**src/hw/rtl/ffha_pkg.sv**
```systemverilog
// shared types, constants and helpers for the first-fit heap allocator
`default_nettype none

package ffha_pkg;

  localparam int ARENA_BYTES_DEF = 4096;
  localparam int HDR_W  = 16;
  localparam int FLD_W  = 12;
  localparam int STAT_W = 3;
  localparam int EW     = 18;

  typedef enum logic [STAT_W-1:0] {
    STAT_OK       = 3'd0,
    STAT_NOSPACE  = 3'd1,
    STAT_RANGE    = 3'd2,
    STAT_NOTFOUND = 3'd3,
    STAT_DOUBLE   = 3'd4
  } stat_e;

  typedef enum logic [2:0] {
    S_IDLE,
    S_CHECK,
    S_READ,
    S_AEVAL,
    S_ASPLIT,
    S_FEVAL,
    S_FMERGE,
    S_RESULT
  } state_e;

  typedef enum logic [1:0] {
    WR_INIT,
    WR_ALLOC,
    WR_SPLIT,
    WR_MERGE
  } wr_sel_e;

  typedef enum logic {
    RD_POS,
    RD_NXT
  } rd_sel_e;

  typedef struct packed {
    logic    load_req;
    logic    set_ready;
    logic    walk_start;
    logic    rd_en;
    rd_sel_e rd_sel;
    logic    wr_en;
    wr_sel_e wr_sel;
    logic    latch_h;
    logic    latch_right;
    logic    advance;
    logic    set_res;
    stat_e   res_code;
    logic    res_pay;
    logic    out_load;
  } dp_cmd_t;

  typedef struct packed {
    logic op_free;
    logic arena_ready;
    logic size_bad;
    logic target_bad;
    logic blk_bad;
    logic fit;
    logic spare_nz;
    logic at_target;
    logic past_target;
    logic h_neg;
    logic end_reached;
  } dp_sts_t;

  function automatic logic [EW-1:0] hdr_mag(input logic [HDR_W-1:0] h);
    logic [EW-1:0] ext;
    ext = {{(EW-HDR_W){h[HDR_W-1]}}, h};
    return h[HDR_W-1] ? (~ext + EW'(1)) : ext;
  endfunction

endpackage

`default_nettype wire

```
**src/hw/rtl/ffha_ctrl.sv**
```systemverilog
// controller: request sequencing state machine and output handshake
`default_nettype none

module ffha_ctrl
  import ffha_pkg::*;
(
  input  wire logic    clk_i,
  input  wire logic    rst_ni,
  input  wire logic    in_valid_i,
  output logic         in_ready_o,
  output logic         out_valid_o,
  input  wire logic    out_ready_i,
  input  wire dp_sts_t sts_i,
  output dp_cmd_t      cmd_o
);

  state_e state_q, state_d;
  logic   out_valid_q, out_valid_d;

  always_ff @(posedge clk_i or negedge rst_ni) begin
    if (!rst_ni) begin
      state_q     <= S_IDLE;
      out_valid_q <= 1'b0;
    end else begin
      state_q     <= state_d;
      out_valid_q <= out_valid_d;
    end
  end

  always_comb begin
    state_d    = state_q;
    cmd_o      = '0;
    in_ready_o = 1'b0;
    unique case (state_q)
      S_IDLE: begin
        in_ready_o = 1'b1;
        if (in_valid_i) begin
          cmd_o.load_req = 1'b1;
          state_d = S_CHECK;
        end
      end
      S_CHECK: begin
        if (!sts_i.op_free) begin
          if (!sts_i.arena_ready) begin
            cmd_o.wr_en     = 1'b1;
            cmd_o.wr_sel    = WR_INIT;
            cmd_o.set_ready = 1'b1;
          end
          if (sts_i.size_bad) begin
            cmd_o.set_res  = 1'b1;
            cmd_o.res_code = STAT_NOSPACE;
            state_d = S_RESULT;
          end else begin
            cmd_o.walk_start = 1'b1;
            state_d = S_READ;
          end
        end else begin
          priority if (sts_i.target_bad) begin
            cmd_o.set_res  = 1'b1;
            cmd_o.res_code = STAT_RANGE;
            state_d = S_RESULT;
          end else if (!sts_i.arena_ready) begin
            cmd_o.set_res  = 1'b1;
            cmd_o.res_code = STAT_NOTFOUND;
            state_d = S_RESULT;
          end else begin
            cmd_o.walk_start = 1'b1;
            state_d = S_READ;
          end
        end
      end
      S_READ: begin
        cmd_o.rd_en  = 1'b1;
        cmd_o.rd_sel = RD_POS;
        state_d = sts_i.op_free ? S_FEVAL : S_AEVAL;
      end
      S_AEVAL: begin
        cmd_o.latch_h = 1'b1;
        priority if (sts_i.blk_bad) begin
          cmd_o.set_res  = 1'b1;
          cmd_o.res_code = STAT_NOSPACE;
          state_d = S_RESULT;
        end else if (sts_i.fit) begin
          cmd_o.wr_en  = 1'b1;
          cmd_o.wr_sel = WR_ALLOC;
          if (sts_i.spare_nz) begin
            state_d = S_ASPLIT;
          end else begin
            cmd_o.set_res  = 1'b1;
            cmd_o.res_code = STAT_OK;
            cmd_o.res_pay  = 1'b1;
            state_d = S_RESULT;
          end
        end else begin
          cmd_o.advance = 1'b1;
          if (sts_i.end_reached) begin
            cmd_o.set_res  = 1'b1;
            cmd_o.res_code = STAT_NOSPACE;
            state_d = S_RESULT;
          end else begin
            state_d = S_READ;
          end
        end
      end
      S_ASPLIT: begin
        cmd_o.wr_en    = 1'b1;
        cmd_o.wr_sel   = WR_SPLIT;
        cmd_o.set_res  = 1'b1;
        cmd_o.res_code = STAT_OK;
        cmd_o.res_pay  = 1'b1;
        state_d = S_RESULT;
      end
      S_FEVAL: begin
        cmd_o.latch_h = 1'b1;
        priority if (sts_i.blk_bad || sts_i.past_target) begin
          cmd_o.set_res  = 1'b1;
          cmd_o.res_code = STAT_NOTFOUND;
          state_d = S_RESULT;
        end else if (sts_i.at_target) begin
          if (sts_i.h_neg) begin
            cmd_o.set_res  = 1'b1;
            cmd_o.res_code = STAT_DOUBLE;
            state_d = S_RESULT;
          end else begin
            cmd_o.rd_en       = 1'b1;
            cmd_o.rd_sel      = RD_NXT;
            cmd_o.latch_right = 1'b1;
            state_d = S_FMERGE;
          end
        end else begin
          cmd_o.advance = 1'b1;
          if (sts_i.end_reached) begin
            cmd_o.set_res  = 1'b1;
            cmd_o.res_code = STAT_NOTFOUND;
            state_d = S_RESULT;
          end else begin
            state_d = S_READ;
          end
        end
      end
      S_FMERGE: begin
        cmd_o.wr_en    = 1'b1;
        cmd_o.wr_sel   = WR_MERGE;
        cmd_o.set_res  = 1'b1;
        cmd_o.res_code = STAT_OK;
        state_d = S_RESULT;
      end
      S_RESULT: begin
        if (!out_valid_q || out_ready_i) begin
          cmd_o.out_load = 1'b1;
          state_d = S_IDLE;
        end
      end
      default: state_d = S_IDLE;
    endcase
  end

  always_comb begin
    out_valid_d = out_valid_q;
    if (cmd_o.out_load) begin
      out_valid_d = 1'b1;
    end else if (out_ready_i) begin
      out_valid_d = 1'b0;
    end
  end

  assign out_valid_o = out_valid_q;

  a_accept_to_check : assert property (@(posedge clk_i) disable iff (!rst_ni)
    in_valid_i && in_ready_o |=> state_q == S_CHECK)
    else $error("accepted request did not enter check");

  a_no_write_idle : assert property (@(posedge clk_i) disable iff (!rst_ni)
    (state_q == S_IDLE || state_q == S_RESULT || state_q == S_READ) |-> !cmd_o.wr_en)
    else $error("header write outside a walk step");

  a_load_free : assert property (@(posedge clk_i) disable iff (!rst_ni)
    cmd_o.out_load |-> (!out_valid_q || out_ready_i))
    else $error("result overwrote a pending transfer");

  a_result_next : assert property (@(posedge clk_i) disable iff (!rst_ni)
    cmd_o.set_res |=> state_q == S_RESULT)
    else $error("result set without moving to result state");

endmodule

`default_nettype wire
```
**config.mk**
```make
export PLATFORM = sky130hd
export DESIGN_NAME = ffha_ctrl
export DESIGN_NICKNAME = d
export VERILOG_FILES = /design/src/hw/rtl/ffha_pkg.sv /design/src/hw/rtl/ffha_ctrl.sv
export SDC_FILE = /design/constraint.sdc
export NUM_CORES = 1
export LEC_CHECK = 0
export BUFFER_PORTS_ARGS = -buffer_cell sky130_fd_sc_hd__buf_4
export CAP_MARGIN = 25
export CORE_MARGIN = 2
export CORE_UTILIZATION = 35
export DETAILED_ROUTE_END_ITERATION = 7
export GPL_ROUTABILITY_DRIVEN = 0
export GPL_TIMING_DRIVEN = 0
export HOLD_SLACK_MARGIN = 0.05
export PLACE_DENSITY_LB_ADDON = 0.05
export SYNTH_ARGS = -nofsm -noshare
export SYNTH_HDL_FRONTEND = slang
export SYNTH_SLANG_ARGS = --single-unit
```
**constraint.sdc**
```tcl
create_clock -name clk_i -period 1.9 [get_ports clk_i]
set_clock_uncertainty 0.2 [all_clocks]
set_input_delay 0.19 -clock clk_i [delete_from_list [all_inputs] [get_ports clk_i]]
set_output_delay 0.19 -clock clk_i [all_outputs]
set_load 0.01 [all_outputs]
```
=== Yosys cells after proc, flatten, opt, wreduce, memory -nomap -nowiden ===
Index checks and enable logic that the tools add are counted.

* Bits in registers: 4
* Bits of input ports: 15
* Output and inout port bits: 19
* Word-level logic and storage cells: 82

* Eq/ne operators: 9
* Mux-type cells: 63
* Reductions and logical operators: 8

{| class="wikitable"
|+ Operator list
! kind !! count
|-
| $mux 3 || 16
|-
| $mux 4 || 11
|-
| $mux 1 || 23
|-
| $pmux 3 s7 || 1
|-
| $pmux 4 s4 || 1
|-
| $eq 3x3->1 const B || 4
|-
| $mux 2 || 6
|-
| $pmux 3 s4 || 1
|-
| $eq 3x2->1 const B || 2
|-
| $mux 5 || 1
|-
| $ne 2x2->1 const B || 2
|-
| $pmux 1 s2 || 2
|-
| $pmux 2 s2 || 1
|-
| $reduce_or 2->1 || 2
|-
| $eq 3x1->1 const B || 1
|-
| $logic_not 3->1 || 1
|-
| $logic_or 1x1->1 || 2
|-
| $reduce_and 2->1 || 1
|-
| $reduce_bool 2->1 || 1
|-
| $logic_not 1->1 || 1
|}

=== Logic depth before layout (Yosys ltp) ===
Gate-level depths: netlist (run 1).

* Depth after elaboration: 5
* Depth in mapped cells: 6
* Gate-level depth less buffers: 4

=== Worst setup path after synthesis (run 1) ===
No wires, ideal clock.

* Kind: register -> output
* Start: register state_q[2]
* End: output cmd_o[11] (netlist bit)
* Arrival time: 1.384 ns
* Required time: 1.510 ns
* Path slack: 0.126 ns
* Cell stages (with the launch flop): 5
* Path buffers: 1
* Cell sequence: dfrtp_1 buf_6 or3b_4 nor3_1 or3_1

{| class="wikitable"
|+ RTL lines
! what !! line !! text
|-
| start, declared || ffha_ctrl.sv:17 || <nowiki>state_e state_q, state_d;</nowiki>
|-
| start signal, assigned || ffha_ctrl.sv:25 || <nowiki>state_q <= state_d;</nowiki>
|-
| end, declared || ffha_ctrl.sv:14 || <nowiki>output dp_cmd_t cmd_o</nowiki>
|}

==> run metrics, run 1 <==
Mapped Avg Cell Area 6.790 um2; Psw 573.9 uW; pwr dens 1352 nW/um2; final setup margin -0.1659 ns; Hold Crit Class in2async; Tmin final 2.066 ns; Max Freq 484.1 MHz; asr flop ratio synth 1.000; Core ar. 1506 um2; combinational power share 0.788; Worst VDD drop 0.5934 mV; RSZ-0062 raised after global routing true; sequential share of power 0.138; met3 Usage GRT 0.02500; setup TNS -0.7638 ns; PortBufs 32; Startpoint Class flip-flop; GRT Overall Usage 0.1740; Reg2Reg Depth 5; CP Class reg2out; CTS H-tree lvls 1; CTS tree done; status finished, violations left; grt peak-use layer met2; setup violators final 7; max-cap violations 0; post-DP HPWL 1.232 mm; Worst Max-Slew Pin Slew 0.3081 ns; # rows 14; crit path max fanout 4; Worst path slowest cell or4b_4; GRT overflow 0; first-pass GRT wire length 2.649 mm; Max Slew Vio Count 0; Cell Int Power 762.4 uW; Remaining DRCs 0; post-synth net total 97; Clock Root Buffer clkbuf_4; P_leak 0.4812 nW; arrival time worst endpoint 1.68 ns; die footprint 1926 um2; Die H 43.89 um; Seq cells post-synth 4; Syn Std Cell Area 556.8 um2; period utilisation layout 1.087; I/O pins 34; switching share of power 0.4295; DR vias/cell 5.392; fin nets 144; Main synth FF type dfrtp_1; pin count of the biggest net entering global routing 11; length of the first detailed-routing pass in iterations 4; # clock sinks 4; post-synthesis cell count 82; Skew-Pair Late Insertion Delay 0.23 ns; deepest clock path buffer count 2; GRT met1 Usage 0.2286; yosys warns 0; initial core utilization 0.3696; Distinct cells, synth 35; wire per inst 12.08 um; Hold Vio Cnt, Final 0; initial drt markers 13; Area Overhead vs Synth 77.53%; clk slew on worst S/H paths 0.04 ns; met2 GRT Util 0.3088; Critical Path RT 1.51 ns; CP Capture Type output port; post-route antenna net violation count 0; failing checks negative setup slack; vias in the first global route 643; filler cell count 147; post-synthesis sequential area ratio 0.1798; WL final 1.727 mm; DR vias 771; max incr delay on CP 0.58 ns; Clk pwr share 0.074; Worst slew margin 0.7927; CTS Buf Count 3; share of post-route cells with drive strength above 1 0.5276; Chip Width 43.89 um; number of flops mapped to enable cells by yosys 0; ANT cells 0; pre-CTS setup slack 0.01435 ns; initial antenna violation count 0; worst path cell trace nand3b_1 -> or4b_4 -> o22ai_2 -> buf_4
power groups by stage:
stage	Combinational (mW)	Sequential [mW]	Clock [mW]
2_1_floorplan	0.530	0.164	0
3_3_place_gp	0.859	0.168	0
3_5_place_dp	0.857	0.169	0
4_1_cts	0.979	0.166	0.103
5_1_grt	1.14	0.189	0.108
6_report	1.05	0.184	0.0990
cells by family after synthesis:
group,synth area share
buf+inv,0.1213
flops,0.1798
compound gates,0.2764
simple gates,0.4225
critical path: cells and delay by family, from the launching register on:
family,cells,cell delay (ns)
simple gates,2,0.80
flops,1,0.40
compound gates,1,0.11
buf+inv,1,0.13
registers in the layout, indices dropped and copies added (netlist names):
name,cells
state_q,3
out_valid_o,1
final cells by class:
cell class,instances,area (um2),area share
clock buffers,3,22.52,0.02278
plain buffers,5,33.78,0.03418
inverters,8,30.03,0.03038
flip-flops and latches,4,101.3,0.1025
multi-input cells,64,449.2,0.4544
well taps,16,20.02,0.02025
repair buffers,43,331.6,0.3354
worst paths after layout:
path,start,slack (ns),end
min in group clk_i,in_valid_i,0.16,state_q[0]$_DFFE_PN0P_
max,state_q[1]$_DFFE_PN0P_,-0.17,cmd_o[13]
max in group asynchronous,rst_ni,1.29,state_q[2]$_DFFE_PN0P_
min reg2reg,out_valid_o$_DFFE_PN0P_,0.39,out_valid_o$_DFFE_PN0P_
min,rst_ni,0.1,state_q[0]$_DFFE_PN0P_
max reg2reg,state_q[2]$_DFFE_PN0P_,0.22,state_q[0]$_DFFE_PN0P_
routing by layer:
layer | part of all wire | vias up | wire [um]
met3 | 0.056 | 0 | 96
met4 | 0 | 0 | 0
li1 | - | 386 | -
met2 | 0.52 | 28 | 900
met5 | 0 | - | 0
met1 | 0.42 | 357 | 730
placed cells by master, fill, tap and decap left out, types with 3 or more instances in the layout:
master / synthesis / routed
nor3_2: 0 / 4
nor2_1: 8 / 5
clkbuf_4: 0 / 3
dfrtp_1: 4 / 3
nor2_2: 0 / 3
nor4_1: 3 / 3
nand2_1: 7 / 6
buf_2: 3 / 3
inv_1: 8 / 7
buf_4: 1 / 41
a21oi_1: 5 / 5
o21ai_0: 6 / 6
stage by stage:
stage | instance area [um2] | power [mW] | utilization | cells | hold slack [ns]
floorplan | 556.8 | 0.6938 | - | 82 | -0.3056
global placement | 817.0 | 1.027 | 0.5424 | 130 | -0.2138
detailed placement | 817.0 | 1.026 | 0.5424 | 130 | -0.2121
CTS | 927.1 | 1.248 | 0.6154 | 141 | 0.09096
global route | 988.4 | 1.440 | 0.6561 | 143 | 0.1027
finish | 988.4 | 1.336 | 0.6561 | 143 | 0.09978
synth_stat cells, types with 2 or more instances:
master    number  share of area
buf_2          3          0.027
nor2b_1        2          0.022
nand2_1        7          0.047
nor2_1         8          0.054
o21ai_0        6          0.054
nor3_1         6          0.054
nand3_1        2          0.018
nor4_1         3          0.034
dfrtp_1        4           0.18
nand2b_1       3          0.034
and2_1         2          0.022
or3_1          2          0.022
inv_1          8          0.054
a21oi_1        5          0.045
repair_timing:
item / CTS / global route
hold buffers: 2 / 0
gates resized for setup: 6 / 16
pin swaps: 6 / 6
gates cloned: 0 / 0
buffers inserted: 6 / 3
endpoints found under the setup margin: 10 / 13
hold endpoints to repair: 5 / 0
No activity file was read; power rests on OpenSTA's default activity.
==> inputs of run 2 (changes only) <==
REMOVE_ABC_BUFFERS = 1   (was not set)
==> run 2 against run 1 <==
Against the previous run: the run still ends with negative setup slack left; combinational power is 18% higher; final cell count is 2.1% higher; fmax is 1.6% higher; sequential share of layout area is 0.58 points lower; power is 15% higher; register-to-register slack worse by 0.06 ns; hold slack worse by 0.0015 ns.
==> run metrics, run 2 (same netlist as run 1, synthesis figures left out) <==
status finished, violations left; failing checks negative setup slack; Cell Int Power 896.7 uW; GRT Overall Usage 0.1846; placed cell area 787.0 um2; Hold Crit Class in2async; sequential share of power 0.126; Remaining DRCs 0; Hold Vio Cnt, Final 0; Worst Max-Slew Pin Slew 0.2940 ns; Max Slew Vio Count 0; die footprint 1926 um2; Startpoint Class flip-flop; arrival time worst endpoint 1.64 ns; Clk pwr share 0.068; deepest clock path buffer count 2; pin count of the biggest net entering global routing 15; Reg2Reg Depth 6; fin nets 147; # clock sinks 4; I/O pins 34; final setup margin -0.1335 ns; Max Freq 491.8 MHz; first-pass GRT wire length 2.746 mm; setup violators final 8; ANT cells 0; Worst path slowest cell or4b_4; WL final 1.841 mm; CTS tree done; initial drt markers 8; setup TNS -0.6523 ns; final instance area 1074 um2; combinational power share 0.806; initial antenna violation count 0; # rows 14; share of post-route cells with drive strength above 1 0.5462; most frequent cells in the layout 43 x buf_4, 7 x inv_1, 7 x nor2_1, 6 x nand2_1, 6 x o21ai_0; post-DP HPWL 1.177 mm; clk slew on worst S/H paths 0.04 ns; Psw 641.3 uW; CTS H-tree lvls 1; Area Overhead vs Synth 92.81%; Worst slew margin 0.8022; commonest non-fill, non-tap cell in the layout buf_4; period utilisation layout 1.070; max-cap violations 0; Top reg by flops state_q; max incr delay on CP 0.54 ns; PortBufs 33; DR vias/cell 5.301; Clock Root Buffer clkbuf_4; Worst path depth 4; DR vias 774; worst path cell trace nand3b_1 -> or4b_4 -> o22ai_2 -> buf_4; max reg flops 3; crit path max fanout 5; Critical Path RT 1.51 ns; RSZ-0062 raised after global routing true; CP Capture Type output port; Crit path max-delay family simple AND/OR/NAND/NOR gates; P_leak 0.5159 nW; length of the first detailed-routing pass in iterations 4; Final Core Density 0.7126; CP Class reg2out; Skew-Pair Late Insertion Delay 0.24 ns; Tmin final 2.033 ns; post-route antenna net violation count 0; GRT overflow 0; pwr dens 1433 nW/um2; Core ar. 1506 um2; Chip Width 43.89 um; CTS Buf Count 3; Die H 43.89 um; Worst VDD drop 0.6124 mV; switching share of power 0.4170; vias in the first global route 673; initial core utilization 0.3696; WP buf/inv 1; wire per inst 12.61 um
==> run 2: changes by cell type in the layout (fill, tap and decap cells not counted), sizes merged <==
| cell | before | now |
|---|---|---|
| buf | 46 | 48 |
| clkbuf | 3 | 4 |
| clkinvlp | 0 | 1 |
| inv | 8 | 7 |
==> run 2: per-stage QoR <==
step | hold WS, ns | total power, mW | instances | worst slack (ns)
6_report | 0.09828 | 1.538 | 146 | -0.1335
5_1_grt | 0.09494 | 1.650 | 146 | -0.1957
4_1_cts | 0.08254 | 1.291 | 141 | -0.1219
3_5_place_dp | -0.2148 | 0.9641 | 125 | -0.2546
3_3_place_gp | -0.2151 | 0.9566 | 125 | -0.2402
2_1_floorplan | -0.3056 | 0.6282 | 76 | 0.03251
==> run 2: power by group through the flow <==
stage	Sequential [mW]	Combinational, mW	Clock (mW)
6_report	0.193	1.24	0.105
5_1_grt	0.201	1.34	0.113
4_1_cts	0.189	0.995	0.107
3_5_place_dp	0.266	0.698	0
3_3_place_gp	0.262	0.694	0
2_1_floorplan	0.228	0.400	0
==> run 2: worst paths after layout <==
kind                                              start                 endpoint  slack, ns
worst min-delay path                             rst_ni  out_valid_o$_DFFE_PN0P_        0.1
max in group asynchronous                        rst_ni   state_q[2]$_DFFE_PN0P_       1.29
worst max-delay path             state_q[1]$_DFFE_PN0P_                cmd_o[13]      -0.13
worst max register to register   state_q[2]$_DFFE_PN0P_   state_q[2]$_DFFE_PN0P_       0.16
worst min register to register  out_valid_o$_DFFE_PN0P_  out_valid_o$_DFFE_PN0P_       0.43
min in group clk_i                           in_valid_i   state_q[0]$_DFFE_PN0P_       0.13
==> run 2: cell type report <==
type                       count  area [um2]
fill                         134       432.9
inverter                       8       33.78
timing repair buffer          51       432.9
tap                           16       20.02
clock buffer                   3       22.52
multi-input combinational     64       460.4
sequential                     4       103.9
==> run 2: metal layers <==
metal / track usage / wire length (um) / part of all wire / vias to the layer above
met5: 0 / 0 / 0 / -
met4: 0.05455 / 19 / 0.010 / 0
met3: 0.01667 / 89 / 0.048 / 2
met2: 0.3235 / 916 / 0.50 / 24
met1: 0.2369 / 816 / 0.44 / 358
li1: - / - / - / 390
==> run 2: repair_timing <==
item,CTS,global route
hold buffers,2,0
cloned,0,1
resized for setup,10,16
pin swaps,6,3
endpoints found under the hold margin,5,0
endpoints found under the setup margin,12,11
buffers inserted,11,4
==> inputs of run 3 (changes only) <==
CORE_UTILIZATION = 41   (was 35)
GPL_TIMING_DRIVEN = not set   (was 0)
==> run 3 against run 2 <==
Against the previous run: the flow still finishes with violations (negative setup slack); global-route usage rose by 6.5 points; hold slack got worse by 0.018 ns; routed wire length rose by 4.1%; fmax rose by 1.2%; combinational power fell by 22%; non-clock buffer count fell by 8; register-to-register slack improved by 0.17 ns; flip-flop and latch count did not move.
==> run metrics, run 3 (same netlist as run 1, synthesis figures left out) <==
die footprint 1669 um2; WL met1 783 um; I/O pins 34; Hold Crit Class in2async; Final Core Density 0.7352; RSZ-0062 raised after global routing true; Die H 40.85 um; setup violators final 8; Remaining DRCs 0; share of post-route cells with drive strength above 1 0.4836; failing checks negative setup slack; final instance area 944.7 um2; Chip Width 40.85 um; wire per inst 13.99 um; clk slew on worst S/H paths 0.04 ns; # clock sinks 4; pin count of the biggest net entering global routing 15; length of the first detailed-routing pass in iterations 4; crit path max fanout 5; arrival time worst endpoint 1.62 ns; Startpoint Class flip-flop; vias in the first global route 668; DR vias/cell 5.569; pwr dens 1343 nW/um2; met2 routed WL 986 um; P_leak 0.4555 nW; uppermost layer routed met4; GRT overflow 0; deepest clock path buffer count 2; Storage cell area 101.3 um2; pre-CTS setup slack 0.1057 ns; status finished, violations left; max incr delay on CP 0.44 ns; filler cell count 101; # rows 13; Skew-Pair Late Insertion Delay 0.24 ns; CP Capture Type output port; initial antenna violation count 0; post-DP HPWL 1.354 mm; CTS H-tree lvls 1; GRT Overall Usage 0.2497; Worst Max-Slew Pin Slew 0.3376 ns; Tmin final 2.009 ns; PortBufs 33; worst hold slack 0.07992 ns; post-route antenna net violation count 0; CTS tree done; placed cell area 815.8 um2; Core ar. 1285 um2; Max Freq 497.8 MHz; Critical Path RT 1.51 ns; max reg flops 3; Hold Vio Cnt, Final 0; final setup margin -0.1089 ns; DR vias 763; Max Slew Vio Count 0; ANT cells 0; first-pass GRT wire length 2.787 mm; Multi-input gate area 440.4 um2; initial core utilization 0.4333; CP Class reg2out; commonest non-fill, non-tap cell in the layout buf_4; max-cap violations 0; Clock Root Buffer clkbuf_4; CTS Buf Count 3; period utilisation layout 1.057; fin cells 137; Worst VDD drop 0.6661 mV; placed insts 128; most frequent cells in the layout 40 x buf_4, 8 x inv_1, 7 x nor2_1, 6 x nand2_1, 6 x o21ai_0; Area Overhead vs Synth 69.66%; Worst slew margin 0.7728; Worst path slowest cell or3b_4; Met3 Routed Length 140 um; initial drt markers 41; WL final 1.916 mm; Top reg by flops state_q; fin nets 139; R2R setup slack 0.33 ns; worst path cell trace or3b_4 -> a311oi_4 -> nor3_2 -> nand2_1 -> buf_4
-- run 3: cell count changes in the layout (fill, tap and decap cells not counted), sizes merged --
| cell | before | now |
|---|---|---|
| buf | 48 | 41 |
| clkbuf | 4 | 3 |
| clkinvlp | 1 | 0 |
| inv | 7 | 8 |
-- run 3: path summary, 6_finish.rpt --
path                                          from                 endpoint  cells after the start
setup / recovery            state_q[2]$_DFFE_PN0P_                 cmd_o[5]                      5
hold / removal                              rst_ni  out_valid_o$_DFFE_PN0P_                      2
setup reg to reg            state_q[2]$_DFFE_PN0P_   state_q[2]$_DFFE_PN0P_                      4
hold reg to reg            out_valid_o$_DFFE_PN0P_  out_valid_o$_DFFE_PN0P_                      2
max in group asynchronous                   rst_ni   state_q[2]$_DFFE_PN0P_                      2
min in group clk_i                      in_valid_i   state_q[0]$_DFFE_PN0P_                      5
-- run 3: layout make-up --
cell class | count | share of cell area
repair buffers | 43 | 0.3510
clock buffers | 3 | 0.02384
flip-flops and latches | 4 | 0.1073
multi-input cells | 64 | 0.4662
well taps | 15 | 0.01987
inverters | 8 | 0.03179
-- run 3: critical path, delay by kind of cell (launching register included) --
kind	cells	cell delay, ns
flops	1	0.43
compound gates	1	0.24
simple gates	3	0.60
buf+inv	1	0.11
-- run 3: timing repair --
item                                    in CTS  in global routing
hold endpoints to repair                     5                  0
gates cloned                                 0                  0
gates resized for setup                      7                  5
pin swaps                                    6                  0
endpoints found under the setup margin       8                 11
hold buffers                                 2                  0
setup buffers                                1                  3
-- run 3: power by group --
part	switching, mW	internal, mW	leakage, nW
registers	0.0539	0.132	0.0445
clock network	0.0407	0.0711	0.0138
logic	0.483	0.488	0.397
total	0.577	0.691	0.456
-- run 3: per-layer routing --
layer  vias up  GRT usage
li1        376          -
met1       346     0.3010
met5         -          0
met4         0    0.01667
met2        39     0.4531
met3         2    0.06522
-- run 3: stage by stage --
step           setup TNS (ns)  total power [mW]
6_report              -0.7092             1.269
5_1_grt                -1.095             1.369
4_1_cts               -0.6499             1.188
3_5_place_dp                0             1.026
3_3_place_gp                0             1.017
2_1_floorplan               0            0.6282
